--- config.mk ---
export PLATFORM = sky130hd
export DESIGN_NAME = fraction_add_reduce
export DESIGN_NICKNAME = d
export VERILOG_FILES = /design/src/design/fadd_pkg.sv /design/src/design/fadd_ctrl.sv /design/src/design/fadd_datapath.sv /design/src/design/fraction_add_reduce.sv
export SDC_FILE = /design/constraint.sdc
export NUM_CORES = 2
export LEC_CHECK = 0
export ABC_AREA = 1
export BUFFER_PORTS_ARGS = -buffer_cell sky130_fd_sc_hd__buf_2
export CAP_MARGIN = 20
export CORE_MARGIN = 5
export CORE_UTILIZATION = 64
export CTS_CLUSTER_SIZE = 30
export DETAILED_ROUTE_END_ITERATION = 7
export MAX_ROUTING_LAYER = met4
export PLACE_DENSITY = 0.78
export SLEW_MARGIN = 40
export SYNTH_ARGS = -nofsm -noshare
export SYNTH_HDL_FRONTEND = slang
export SYNTH_SLANG_ARGS = --single-unit
--- constraint.sdc ---
create_clock -name clk_i -period 32.4 [get_ports clk_i]
set_input_delay 1.62 -clock clk_i [delete_from_list [all_inputs] [get_ports clk_i]]
set_output_delay 1.62 -clock clk_i [all_outputs]
set_load 0.01 [all_outputs]
--- src/design/fadd_pkg.sv ---
// Shared types and constants for the fraction adder with gcd reduction.
`default_nettype none
package fadd_pkg;

  // Widths of the item fields.
  localparam int unsigned InW     = 16;
  localparam int unsigned NumOutW = 33;
  localparam int unsigned DenOutW = 31;

  // Commands from the controller to the datapath.
  typedef struct packed {
    logic load;
    logic mul_den;
    logic mul_t1;
    logic mul_t2;
    logic sum;
    logic gcd_init;
    logic gcd_step;
    logic div_init;
    logic div_step;
    logic div_sel_den;
    logic save_rn;
    logic finish;
  } cmd_t;

  // Status from the datapath to the controller.
  typedef struct packed {
    logic den_zero;
    logic num_zero;
    logic gcd_done;
    logic div_last;
  } status_t;

endpackage
`default_nettype wire

--- src/design/fadd_ctrl.sv ---
// Controller state machine for the fraction adder.
`default_nettype none
module fadd_ctrl (
  input  wire logic             clk_i,
  input  wire logic             rst_ni,
  input  wire logic             in_valid_i,
  output logic                  in_ready_o,
  output logic                  out_valid_o,
  input  wire logic             out_ready_i,
  input  wire fadd_pkg::status_t status_i,
  output fadd_pkg::cmd_t        cmd_o
);

  typedef enum logic [12:0] {
    StIdle    = 13'b0000000000001,
    StMulDen  = 13'b0000000000010,
    StMulT1   = 13'b0000000000100,
    StMulT2   = 13'b0000000001000,
    StSum     = 13'b0000000010000,
    StGcdInit = 13'b0000000100000,
    StGcd     = 13'b0000001000000,
    StDivNIni = 13'b0000010000000,
    StDivN    = 13'b0000100000000,
    StDivDIni = 13'b0001000000000,
    StDivD    = 13'b0010000000000,
    StFin     = 13'b0100000000000,
    StDone    = 13'b1000000000000
  } state_e;

  state_e state_q, state_d;
  logic   take;

  // A new item is taken when idle or while the finished result leaves.
  assign in_ready_o  = (state_q == StIdle) || ((state_q == StDone) && out_ready_i);
  assign out_valid_o = (state_q == StDone);
  assign take        = in_valid_i && in_ready_o;

  // Next state and commands.
  always_comb begin
    state_d = state_q;
    cmd_o   = '0;
    case (state_q)
      StIdle: begin
        if (take) begin
          cmd_o.load = 1'b1;
          state_d    = StMulDen;
        end
      end
      StMulDen: begin
        cmd_o.mul_den = 1'b1;
        state_d       = StMulT1;
      end
      StMulT1: begin
        cmd_o.mul_t1 = 1'b1;
        state_d      = StMulT2;
      end
      StMulT2: begin
        cmd_o.mul_t2 = 1'b1;
        state_d      = StSum;
      end
      StSum: begin
        cmd_o.sum = 1'b1;
        state_d   = StGcdInit;
      end
      StGcdInit: begin
        if (status_i.den_zero || status_i.num_zero) begin
          state_d = StFin;
        end else begin
          cmd_o.gcd_init = 1'b1;
          state_d        = StGcd;
        end
      end
      StGcd: begin
        cmd_o.gcd_step = 1'b1;
        if (status_i.gcd_done) begin
          state_d = StDivNIni;
        end
      end
      StDivNIni: begin
        cmd_o.div_init = 1'b1;
        state_d        = StDivN;
      end
      StDivN: begin
        cmd_o.div_step = 1'b1;
        if (status_i.div_last) begin
          state_d = StDivDIni;
        end
      end
      StDivDIni: begin
        cmd_o.save_rn     = 1'b1;
        cmd_o.div_init    = 1'b1;
        cmd_o.div_sel_den = 1'b1;
        state_d           = StDivD;
      end
      StDivD: begin
        cmd_o.div_step = 1'b1;
        if (status_i.div_last) begin
          state_d = StFin;
        end
      end
      StFin: begin
        cmd_o.finish = 1'b1;
        state_d      = StDone;
      end
      StDone: begin
        if (take) begin
          cmd_o.load = 1'b1;
          state_d    = StMulDen;
        end else if (out_ready_i) begin
          state_d = StIdle;
        end
      end
      default: begin
        state_d = StIdle;
      end
    endcase
  end

  // State register.
  always_ff @(posedge clk_i or negedge rst_ni) begin
    if (!rst_ni) begin
      state_q <= StIdle;
    end else begin
      state_q <= state_d;
    end
  end

endmodule
`default_nettype wire

--- src/design/fadd_datapath.sv ---
// Datapath: shared multiplier, binary gcd unit and restoring divider.
`default_nettype none
module fadd_datapath #(
  parameter int unsigned OPERAND_WIDTH = 16
) (
  input  wire logic                                  clk_i,
  input  wire fadd_pkg::cmd_t                        cmd_i,
  output fadd_pkg::status_t                          status_o,
  input  wire logic signed [fadd_pkg::InW-1:0]       first_num_i,
  input  wire logic signed [fadd_pkg::InW-1:0]       first_den_i,
  input  wire logic signed [fadd_pkg::InW-1:0]       second_num_i,
  input  wire logic signed [fadd_pkg::InW-1:0]       second_den_i,
  output logic signed [fadd_pkg::NumOutW-1:0]        sum_num_o,
  output logic [fadd_pkg::DenOutW-1:0]               sum_den_o,
  output logic signed [fadd_pkg::NumOutW-1:0]        reduced_num_o,
  output logic [fadd_pkg::DenOutW-1:0]               reduced_den_o,
  output logic                                       zero_denominator_o
);

  localparam int unsigned W  = OPERAND_WIDTH;
  localparam int unsigned PW = 2 * W;
  localparam int unsigned MW = 2 * W + 1;
  localparam int unsigned XW = (MW > fadd_pkg::NumOutW) ? MW : fadd_pkg::NumOutW;
  localparam int unsigned CW = $clog2(MW + 1);

  logic [W-1:0]  n1_v, d1_v, n2_v, d2_v;
  logic [W-1:0]  n1m_q, d1m_q, n2m_q, d2m_q;
  logic          n1s_q, d1s_q, n2s_q, d2s_q;
  logic [W-1:0]  mul_a, mul_b;
  logic [PW-1:0] prod;
  logic [PW-1:0] den_q, t1_q, t2_q;
  logic          t1s, t2s, neg_pre;
  logic [MW-1:0] t1x, t2x, mag_pre;
  logic [MW-1:0] num_q;
  logic          neg_q;
  logic [MW-1:0] a_q, b_q, g_q, quo_q, rn_q;
  logic [CW-1:0] k_q, cnt_q;
  logic [MW:0]   rem_sh;
  logic [MW-1:0] rem_q;
  logic          rem_ge;
  logic [XW-1:0] num_x, rn_x, den_x, rd_x;

  // Operands: low bits of each field, split into sign and magnitude.
  assign n1_v = W'($unsigned(first_num_i));
  assign d1_v = W'($unsigned(first_den_i));
  assign n2_v = W'($unsigned(second_num_i));
  assign d2_v = W'($unsigned(second_den_i));

  always_ff @(posedge clk_i) begin
    if (cmd_i.load) begin
      n1s_q <= n1_v[W-1];
      d1s_q <= d1_v[W-1];
      n2s_q <= n2_v[W-1];
      d2s_q <= d2_v[W-1];
      n1m_q <= n1_v[W-1] ? (~n1_v + W'(1)) : n1_v;
      d1m_q <= d1_v[W-1] ? (~d1_v + W'(1)) : d1_v;
      n2m_q <= n2_v[W-1] ? (~n2_v + W'(1)) : n2_v;
      d2m_q <= d2_v[W-1] ? (~d2_v + W'(1)) : d2_v;
    end
  end

  // One shared multiplier forms the three products in turn.
  always_comb begin
    mul_a = d1m_q;
    mul_b = d2m_q;
    if (cmd_i.mul_t1) begin
      mul_a = n1m_q;
    end else if (cmd_i.mul_t2) begin
      mul_a = n2m_q;
      mul_b = d1m_q;
    end
  end
  assign prod = PW'(mul_a) * PW'(mul_b);

  always_ff @(posedge clk_i) begin
    if (cmd_i.mul_den) begin
      den_q <= prod;
    end
    if (cmd_i.mul_t1) begin
      t1_q <= prod;
    end
    if (cmd_i.mul_t2) begin
      t2_q <= prod;
    end
  end

  // Signed sum of the cross products in sign and magnitude form.
  assign t1s = (n1s_q ^ d2s_q) && (t1_q != '0);
  assign t2s = (n2s_q ^ d1s_q) && (t2_q != '0);
  assign t1x = MW'(t1_q);
  assign t2x = MW'(t2_q);

  always_comb begin
    if (t1s == t2s) begin
      neg_pre = t1s;
      mag_pre = t1x + t2x;
    end else if (t1x >= t2x) begin
      neg_pre = t1s;
      mag_pre = t1x - t2x;
    end else begin
      neg_pre = t2s;
      mag_pre = t2x - t1x;
    end
  end

  always_ff @(posedge clk_i) begin
    if (cmd_i.sum) begin
      num_q <= mag_pre;
      neg_q <= (neg_pre ^ (d1s_q ^ d2s_q)) && (mag_pre != '0);
    end
  end

  // Binary gcd: strip common factors of two, then subtract odd values.
  always_ff @(posedge clk_i) begin
    if (cmd_i.gcd_init) begin
      a_q <= num_q;
      b_q <= MW'(den_q);
      k_q <= '0;
    end else if (cmd_i.gcd_step) begin
      if (a_q == b_q) begin
        g_q <= MW'(a_q << k_q);
      end else if (!a_q[0] && !b_q[0]) begin
        a_q <= a_q >> 1;
        b_q <= b_q >> 1;
        k_q <= k_q + CW'(1);
      end else if (!a_q[0]) begin
        a_q <= a_q >> 1;
      end else if (!b_q[0]) begin
        b_q <= b_q >> 1;
      end else if (a_q > b_q) begin
        a_q <= a_q - b_q;
      end else begin
        b_q <= b_q - a_q;
      end
    end
  end

  // Restoring division by the gcd, one quotient bit per cycle.
  assign rem_sh = {rem_q, quo_q[MW-1]};
  assign rem_ge = rem_sh >= {1'b0, g_q};

  always_ff @(posedge clk_i) begin
    if (cmd_i.save_rn) begin
      rn_q <= quo_q;
    end
    if (cmd_i.div_init) begin
      quo_q <= cmd_i.div_sel_den ? MW'(den_q) : num_q;
      rem_q <= '0;
      cnt_q <= '0;
    end else if (cmd_i.div_step) begin
      rem_q <= rem_ge ? MW'(rem_sh - {1'b0, g_q}) : rem_sh[MW-1:0];
      quo_q <= {quo_q[MW-2:0], rem_ge};
      cnt_q <= cnt_q + CW'(1);
    end
  end

  // Output fields keep the low bits of the signed results.
  assign num_x = XW'(num_q);
  assign rn_x  = XW'(rn_q);
  assign den_x = XW'(den_q);
  assign rd_x  = XW'(quo_q);

  always_ff @(posedge clk_i) begin
    if (cmd_i.finish) begin
      zero_denominator_o <= status_o.den_zero;
      if (status_o.den_zero) begin
        sum_num_o     <= '0;
        sum_den_o     <= '0;
        reduced_num_o <= '0;
        reduced_den_o <= '0;
      end else begin
        sum_num_o <= fadd_pkg::NumOutW'(neg_q ? (~num_x + XW'(1)) : num_x);
        sum_den_o <= fadd_pkg::DenOutW'(den_x);
        if (status_o.num_zero) begin
          reduced_num_o <= '0;
          reduced_den_o <= fadd_pkg::DenOutW'(1);
        end else begin
          reduced_num_o <= fadd_pkg::NumOutW'(neg_q ? (~rn_x + XW'(1)) : rn_x);
          reduced_den_o <= fadd_pkg::DenOutW'(rd_x);
        end
      end
    end
  end

  // Status toward the controller.
  assign status_o.den_zero = (den_q == '0);
  assign status_o.num_zero = (num_q == '0);
  assign status_o.gcd_done = (a_q == b_q);
  assign status_o.div_last = (cnt_q == CW'(MW - 1));

endmodule
`default_nettype wire

--- src/design/fraction_add_reduce.sv ---
// Each item passes through the products and sum, then the binary gcd loop (one step a
// cycle), then two restoring divisions, numerator first and then denominator, then the
// finish step; a zero sum or zero denominator skips the gcd and divisions. The block
// takes one item at a time: a new item is taken only while idle or while the last
// result leaves. Reset clears the controller only.
// Top level: fraction addition with gcd reduction.
`default_nettype none
module fraction_add_reduce #(
  parameter int unsigned OPERAND_WIDTH = 16
) (
  input  wire logic                                clk_i,
  input  wire logic                                rst_ni,
  input  wire logic                                in_valid_i,
  output logic                                     in_ready_o,
  input  wire logic signed [fadd_pkg::InW-1:0]     first_num_i,
  input  wire logic signed [fadd_pkg::InW-1:0]     first_den_i,
  input  wire logic signed [fadd_pkg::InW-1:0]     second_num_i,
  input  wire logic signed [fadd_pkg::InW-1:0]     second_den_i,
  output logic                                     out_valid_o,
  input  wire logic                                out_ready_i,
  output logic signed [fadd_pkg::NumOutW-1:0]      sum_num_o,
  output logic [fadd_pkg::DenOutW-1:0]             sum_den_o,
  output logic signed [fadd_pkg::NumOutW-1:0]      reduced_num_o,
  output logic [fadd_pkg::DenOutW-1:0]             reduced_den_o,
  output logic                                     zero_denominator_o
);

  fadd_pkg::cmd_t    cmd;
  fadd_pkg::status_t status;

  // Sequencing of each item.
  fadd_ctrl u_ctrl (
    .clk_i       (clk_i),
    .rst_ni      (rst_ni),
    .in_valid_i  (in_valid_i),
    .in_ready_o  (in_ready_o),
    .out_valid_o (out_valid_o),
    .out_ready_i (out_ready_i),
    .status_i    (status),
    .cmd_o       (cmd)
  );

  // Arithmetic and result registers.
  fadd_datapath #(
    .OPERAND_WIDTH (OPERAND_WIDTH)
  ) u_datapath (
    .clk_i              (clk_i),
    .cmd_i              (cmd),
    .status_o           (status),
    .first_num_i        (first_num_i),
    .first_den_i        (first_den_i),
    .second_num_i       (second_num_i),
    .second_den_i       (second_den_i),
    .sum_num_o          (sum_num_o),
    .sum_den_o          (sum_den_o),
    .reduced_num_o      (reduced_num_o),
    .reduced_den_o      (reduced_den_o),
    .zero_denominator_o (zero_denominator_o)
  );

endmodule
`default_nettype wire

# == Yosys cells after proc, flatten, opt, wreduce, memory -nomap -nowiden ==
# Cells that the tools add are included.
# word_totals
out_inout_bits,131
reg_bits,550
input_bits,68
wordCells,177
# classes
n_reduce_logical,31
multipliers,1
n_lt_le_gt_ge,3
addsub,14
n_eq_ne,26
bitwise_logic,12
n_shift,1
muxes,54
# ops
op,count
2-to-1 mux 33 bit,19
one-hot mux 13 bit (13 select lines),1
subtractor 33 bit,3
2-to-1 mux 32 bit,3
2-to-1 mux 13 bit,6
adder 33 x 1 -> 33 bit (second input constant),2
inverter 33 bit,2
subtractor 32 x 32 -> 33 bit,2
adder 16 x 1 -> 16 bit (second input constant),4
2-to-1 mux 16 bit,4
inverter 16 bit,4
nonzero test 32 bit,2
2-to-1 mux 15 bit,4
>= comparator 34 x 33 -> 1 bit,1
adder 32 x 32 -> 33 bit,1
== test 33 bit,1
greater-than comparator 33 bit,1
logical NOT 33 bit,1
nonzero test 33 bit,1
<< shifter 33 x 6 -> 33 bit,1
>= comparator 32 bit,1
logical NOT 32 bit,1
multiplier 16 x 16 -> 32 bit,1
2-to-1 mux 1 bit,15
other kinds (35),61

# == Longest topological paths before layout ==
# depth
word_depth,8
mapped_depth,39
ltp_nobuf,37

# == Hierarchy ==
# A second synthesis with hierarchy kept.
# hier_totals
cells_unflattened,6064
area_unflattened_um2,47068.9
# modules_own_cells
mod,cells_each,instances,seq_area_each_um2,area_per_inst_um2
fadd_datapath,5937,1,15665.0,46110.5
fadd_ctrl,127,1,326.6,958.4

# == Worst setup path after synthesis ==
# OpenSTA, ideal clock, no wires.
# synth_path
path_type,register to register
start,register u_ctrl.state_q[3]
end,register u_ctrl.state_q[12]
required_ps,32267
path_buffers,0
stages_incl_launch_ff,7
setup_time_ps,133
arrival_time_ps,10461
path_slack_ps,21806
period_less_slack_ps,10594
cell_sequence,dfrtp_1 nor2_1 nand2_2 nor2_4 inv_1 nor3_1 o21bai_1
# synth_via
elab_chain_len,6
word_cells_on_any_way,24
classes_between,18 x eq/ne; 2 x mux; 4 x reduce/logical
# synth_lines
item,line_no,text
from (decl),fadd_ctrl.sv:30,"state_e state_q, state_d;"
from (signal assigned),fadd_ctrl.sv:122,state_q <= StIdle;
from (signal assigned),fadd_ctrl.sv:124,state_q <= state_d;
== test 13 bit,"fadd_ctrl.sv:34, fadd_ctrl.sv:42",
logical AND 1 bit,fadd_ctrl.sv:34,assign in_ready_o = (state_q == StIdle) || ((state_q == StDone) && out_ready_i);
logical OR 1 bit,fadd_ctrl.sv:34,
logical AND 1 bit,fadd_ctrl.sv:36,assign take = in_valid_i && in_ready_o;
"2-to-1 mux 13 bit, or another cell as far along",fadd_ctrl.sv:106,if (take) begin
one-hot mux 13 bit (13 select lines) or AND reduction 5 bit (tied branches),n/a,
# Several ways; a longest one is shown, not always the timed one.
# A chain may end at the register's enable or synchronous reset.

# == Worst setup path in the final report ==
# layout_path
start,register u_ctrl.state_q[8]
end,"register u_datapath.den_q[29], data pin"
# layout_via
elab_chain_len,5
word_cells_on_any_way,9
classes_between,1 x mul; 2 x eq/ne; 6 x mux
# layout_lines
item,line_no,text
== test 13 x 4 -> 1 bit,fadd_ctrl.sv:42,case (state_q)
2-to-1 mux 1 bit,fadd_ctrl.sv:42,
2-to-1 mux 16 bit,fadd_datapath.sv:68,end else if (cmd_i.mul_t2) begin
2-to-1 mux 16 bit,fadd_datapath.sv:66,if (cmd_i.mul_t1) begin
multiplier 16 x 16 -> 32 bit (*),fadd_datapath.sv:73,assign prod = PW'(mul_a) * PW'(mul_b);
net u_datapath.prod[29],fadd_datapath.sv:30,logic [PW-1:0] prod;
to (signal assigned),fadd_datapath.sv:77,den_q <= prod;
to (decl),fadd_datapath.sv:31,"logic [PW-1:0] den_q, t1_q, t2_q;"
# The timed path passes the listed nets; every way through them passes the cells marked *.

==> key figures <==
Status
  – Status: finished, final reports clean

Critical path
  – Setup crit start: u_ctrl.state_q[8]
  – Worst Path Class, Setup: flop to flop
  – R2R Path Start: u_ctrl.state_q[8]
  – Reg-to-Reg End: u_datapath.den_q[29]
  – Crit-path max cell delay: 0.68 ns
  – Worst r2r path cells: 34
  – Worst EP arrival: 8.47 ns
  – Critical Path Most Common Cell: nand2_1
  – Slowest stage cell on the critical path: o21ai_1
  – Worst Setup EP: u_datapath.den_q[29]
  – Crit path buffers/inverters: 5
  – Crit. path cell count: 34
  – Largest delay share family, worst path: adder cells
  – CP Launch Type: flop
  – Critical path data required time: 32.82 ns
  – Worst-path maximum fanout: 33
  – Reg-to-reg setup timing slack: 24.35 ns
  – CP Capture Type: flop

STA
  – RSZ-0062 raised after global routing: false
  – Finish-stage setup viols: 0
  – Worst slew pin tran: 0.917 ns
  – Clock skew: 0.0678 ns
  – Sum of negative setup slack: 0 ns
  – Crit share post-route: 0.249
  – Final Hold Fails: 0
  – Count of final max-slew check failures: 0
  – Fmax: 124 MHz
  – Final min period: 8.05 ns
  – Slew headroom: 0.389

Placement
  – Final GP Congestion: 1.07
  – Port Buffers: 198
  – Detailed Place HPWL: 131,000 microns
  – Area after DPL: 48,300 sq um

Route
  – DRT Pass-1 Iters: 7
  – DRC: 0
  – Routed wire length per instance: 23.6 microns
  – Vias/cell: 6.17
  – Total number of vias: 43,800
  – Post-DRT Antenna Nets: 0
  – WL final: 167,000 microns
  – Iteration-0 DRC Markers: 5,933

GRT
  – GRT Overall Usage: 0.426
  – Largest net degree at the start of global routing: 73
  – First-pass GRT wire length: 249,000 microns
  – Vias in the first global route: 41,900
  – Initial antenna violation count: 8
  – Total grt overflow: 0

Layout
  – Final net count: 6,664
  – Cell area after layout: 50,200 sq um
  – Syn-to-layout area delta: 7.37%
  – Share of cells above drive strength 1: 0.0751

Synthesis
  – Mapped cell area: 46,800 sq um
  – EDFF count, synth: 491
  – Combinational family with the most area after synthesis: simple AND/OR/NAND/NOR gates
  – Post-synth top area share: 0.315
  – Ranking of synthesized cells by area: edfxtp_1, nand2_1, fa_1
  – Library cells used by synthesis: 70
  – Synthesized instance count: 6,000
  – Mux contribution to synthesized area: 0.00342
  – Adder-cell share of the synthesized area: 0.168
  – Post-synthesis xor/xnor area fraction: 0.0380
  – Synth warn: 0
  – Synth Area in Compound Gates: 0.131
  – Post-synth top area cell: edfxtp_1
  – Share of flip-flops with an asynchronous set or reset: 0.0236
  – Syn nets: 6,577
  – Simple-gate share of the synthesized area: 0.215
  – Most used DFF post-synth: edfxtp_1
  – Synth Register Bits: 550
  – Seq/Total Area, Yosys: 0.342
  – Avg Inst Size Synth: 7.79 sq um

Floorplanning
  – Die area: 78,600 sq um
  – Top-Level Pins: 199
  – Die span in x: 280 microns
  – Die Y: 280 microns
  – Rows: 99
  – Core box area: 72,700 sq um
  – Starting Density: 0.643

Clocking
  – Hold buffer count at CTS: 0
  – H-tree levels: 2
  – Num CTS Buffers: 58
  – Root Buffer: clkbuf_16
  – Post_cts resized: 0
  – Deepest clock path buffer count: 3
  – Setup bufs post-CTS: 0
  – TritonCTS clock tree: done
  – Clk slew on worst S/H paths: 0.06 ns
  – Clk sinks: 550
  – Worst skew pair latency: 0.69 ns

Hold path
  – Hold Crit Class: flop to flop

Flow run
  – Max-cap violations: 0
[stage by stage]
| stage | util | instances | setup slack, ns | hold WS [ns] |
|---|---|---|---|---|
| 6_report | 0.691 | 7097 | 24.35 | 0.445 |
| 5_1_grt | 0.690 | 7093 | 23.98 | 0.451 |
| 4_1_cts | 0.690 | 7088 | 24.49 | 0.446 |
| 3_5_place_dp | 0.665 | 6986 | 24.55 | 0.432 |
| 3_3_place_gp | 0.665 | 6986 | 24.77 | 0.428 |
| 2_1_floorplan | - | 6000 | 21.81 | 0.426 |
[flip-flops by register name, indices dropped and copies added (netlist names), 13 cells and up]
register	count
u_datapath.sum_num_o	33
u_datapath.reduced_den_o	31
u_datapath.quo_q	33
u_datapath.d2m_q	16
u_datapath.t1_q	32
u_datapath.n1m_q	16
u_datapath.t2_q	32
u_datapath.b_q	33
u_datapath.n2m_q	16
u_datapath.g_q	33
u_ctrl.state_q	13
u_datapath.rn_q	33
u_datapath.d1m_q	16
u_datapath.rem_q	33
u_datapath.a_q	33
u_datapath.den_q	32
u_datapath.sum_den_o	31
u_datapath.num_q	33
u_datapath.reduced_num_o	33
[final cells by class]
class	instances	area [sq um]
Multi-Input combinational cell	4240	26100
Fill cell	5874	22500
Sequential cell	550	16000
Inverter	996	3740
Clock buffer	74	1540
Timing Repair Buffer	241	1330
Tap cell	959	1200
Clock inverter	28	293
Antenna cell	9	22.5
[synth_stat cells (16+ instances only)]
master	n
a21o_1	21
a21oi_1	377
a31oi_1	28
buf_2	41
buf_4	29
clkbuf_1	125
dfxtp_1	46
edfxtp_1	491
fa_1	200
ha_1	309
inv_1	965
inv_2	21
mux2i_1	16
nand2_1	1300
nand2_2	18
nand3_1	240
nand4_1	52
nor2_1	615
nor3_1	73
nor4_1	31
o211ai_1	44
o21a_1	24
o21ai_0	423
o21ai_1	38
o21bai_1	28
o22ai_1	35
o31ai_1	16
or2_2	26
xnor2_1	65
xor2_1	138
[cells in the final DEF, fill, tap and decap left out, types with 59 or more instances in the layout]
master	netlist	routed
edfxtp_1	491	491
o21ai_0	423	422
nor2_1	615	614
xnor2_1	65	65
nand3_1	240	239
buf_2	41	198
fa_1	200	200
nand2_1	1300	1298
xor2_1	138	138
ha_1	309	309
clkbuf_16	0	59
nor3_1	73	70
a21oi_1	377	376
inv_1	965	964
[cell families after synthesis]
| logic type | after synthesis |
|---|---|
| buffers and inverters | 1210 |
| AOI/OAI and AO/OA | 1097 |
| DFF | 550 |
| adders and majority gates | 509 |
| and+or+nand+nor | 2415 |
| muxes | 16 |
| xor gates and xnor gates | 203 |
[worst reg2reg max path, delay by kind of cell, from the launching register on]
family	cells	cell delay (ns)
AO/OA/AOI/OAI	2	0.82
XOR/XNOR	1	0.32
adder cells (fa/ha/maj)	7	2.89
AND/OR/NAND/NOR	19	2.40
flip-flops	1	0.40
buffers and inverters	5	1.02
[routing by layer]
| layer | GRT usage | vias up | part of all wire | routed length (microns) |
|---|---|---|---|---|
| met5 | - | - | 0 | 0 |
| met1 | 0.549 | 20400 | 0.37 | 61500 |
| met3 | 0.0778 | 658 | 0.12 | 20000 |
| li1 | - | 19700 | - | - |
| met2 | 0.659 | 3070 | 0.45 | 74800 |
| met4 | 0.204 | 0 | 0.065 | 10900 |
[worst min path at each step]
| stage | start | depth (start not counted) | slack [ns] | to |
|---|---|---|---|---|
| 6_report | u_datapath.quo_q[2] | 0 | 0.45 | u_datapath.rn_q[2] |
| 5_1_grt | u_datapath.quo_q[8] | 0 | 0.45 | u_datapath.rn_q[8] |
| 4_1_cts | u_datapath.quo_q[8] | 0 | 0.45 | u_datapath.rn_q[8] |
| 3_5_place_dp | u_datapath.quo_q[8] | 0 | 0.43 | u_datapath.rn_q[8] |
| 3_3_place_gp | u_datapath.quo_q[3] | 0 | 0.43 | u_datapath.rn_q[3] |
| 2_1_floorplan | u_datapath.quo_q[10] | 0 | 0.43 | u_datapath.rn_q[10] |
Power is not shown: default switching activity piles up to over one toggle a cycle in this logic, so the estimate is an artifact.
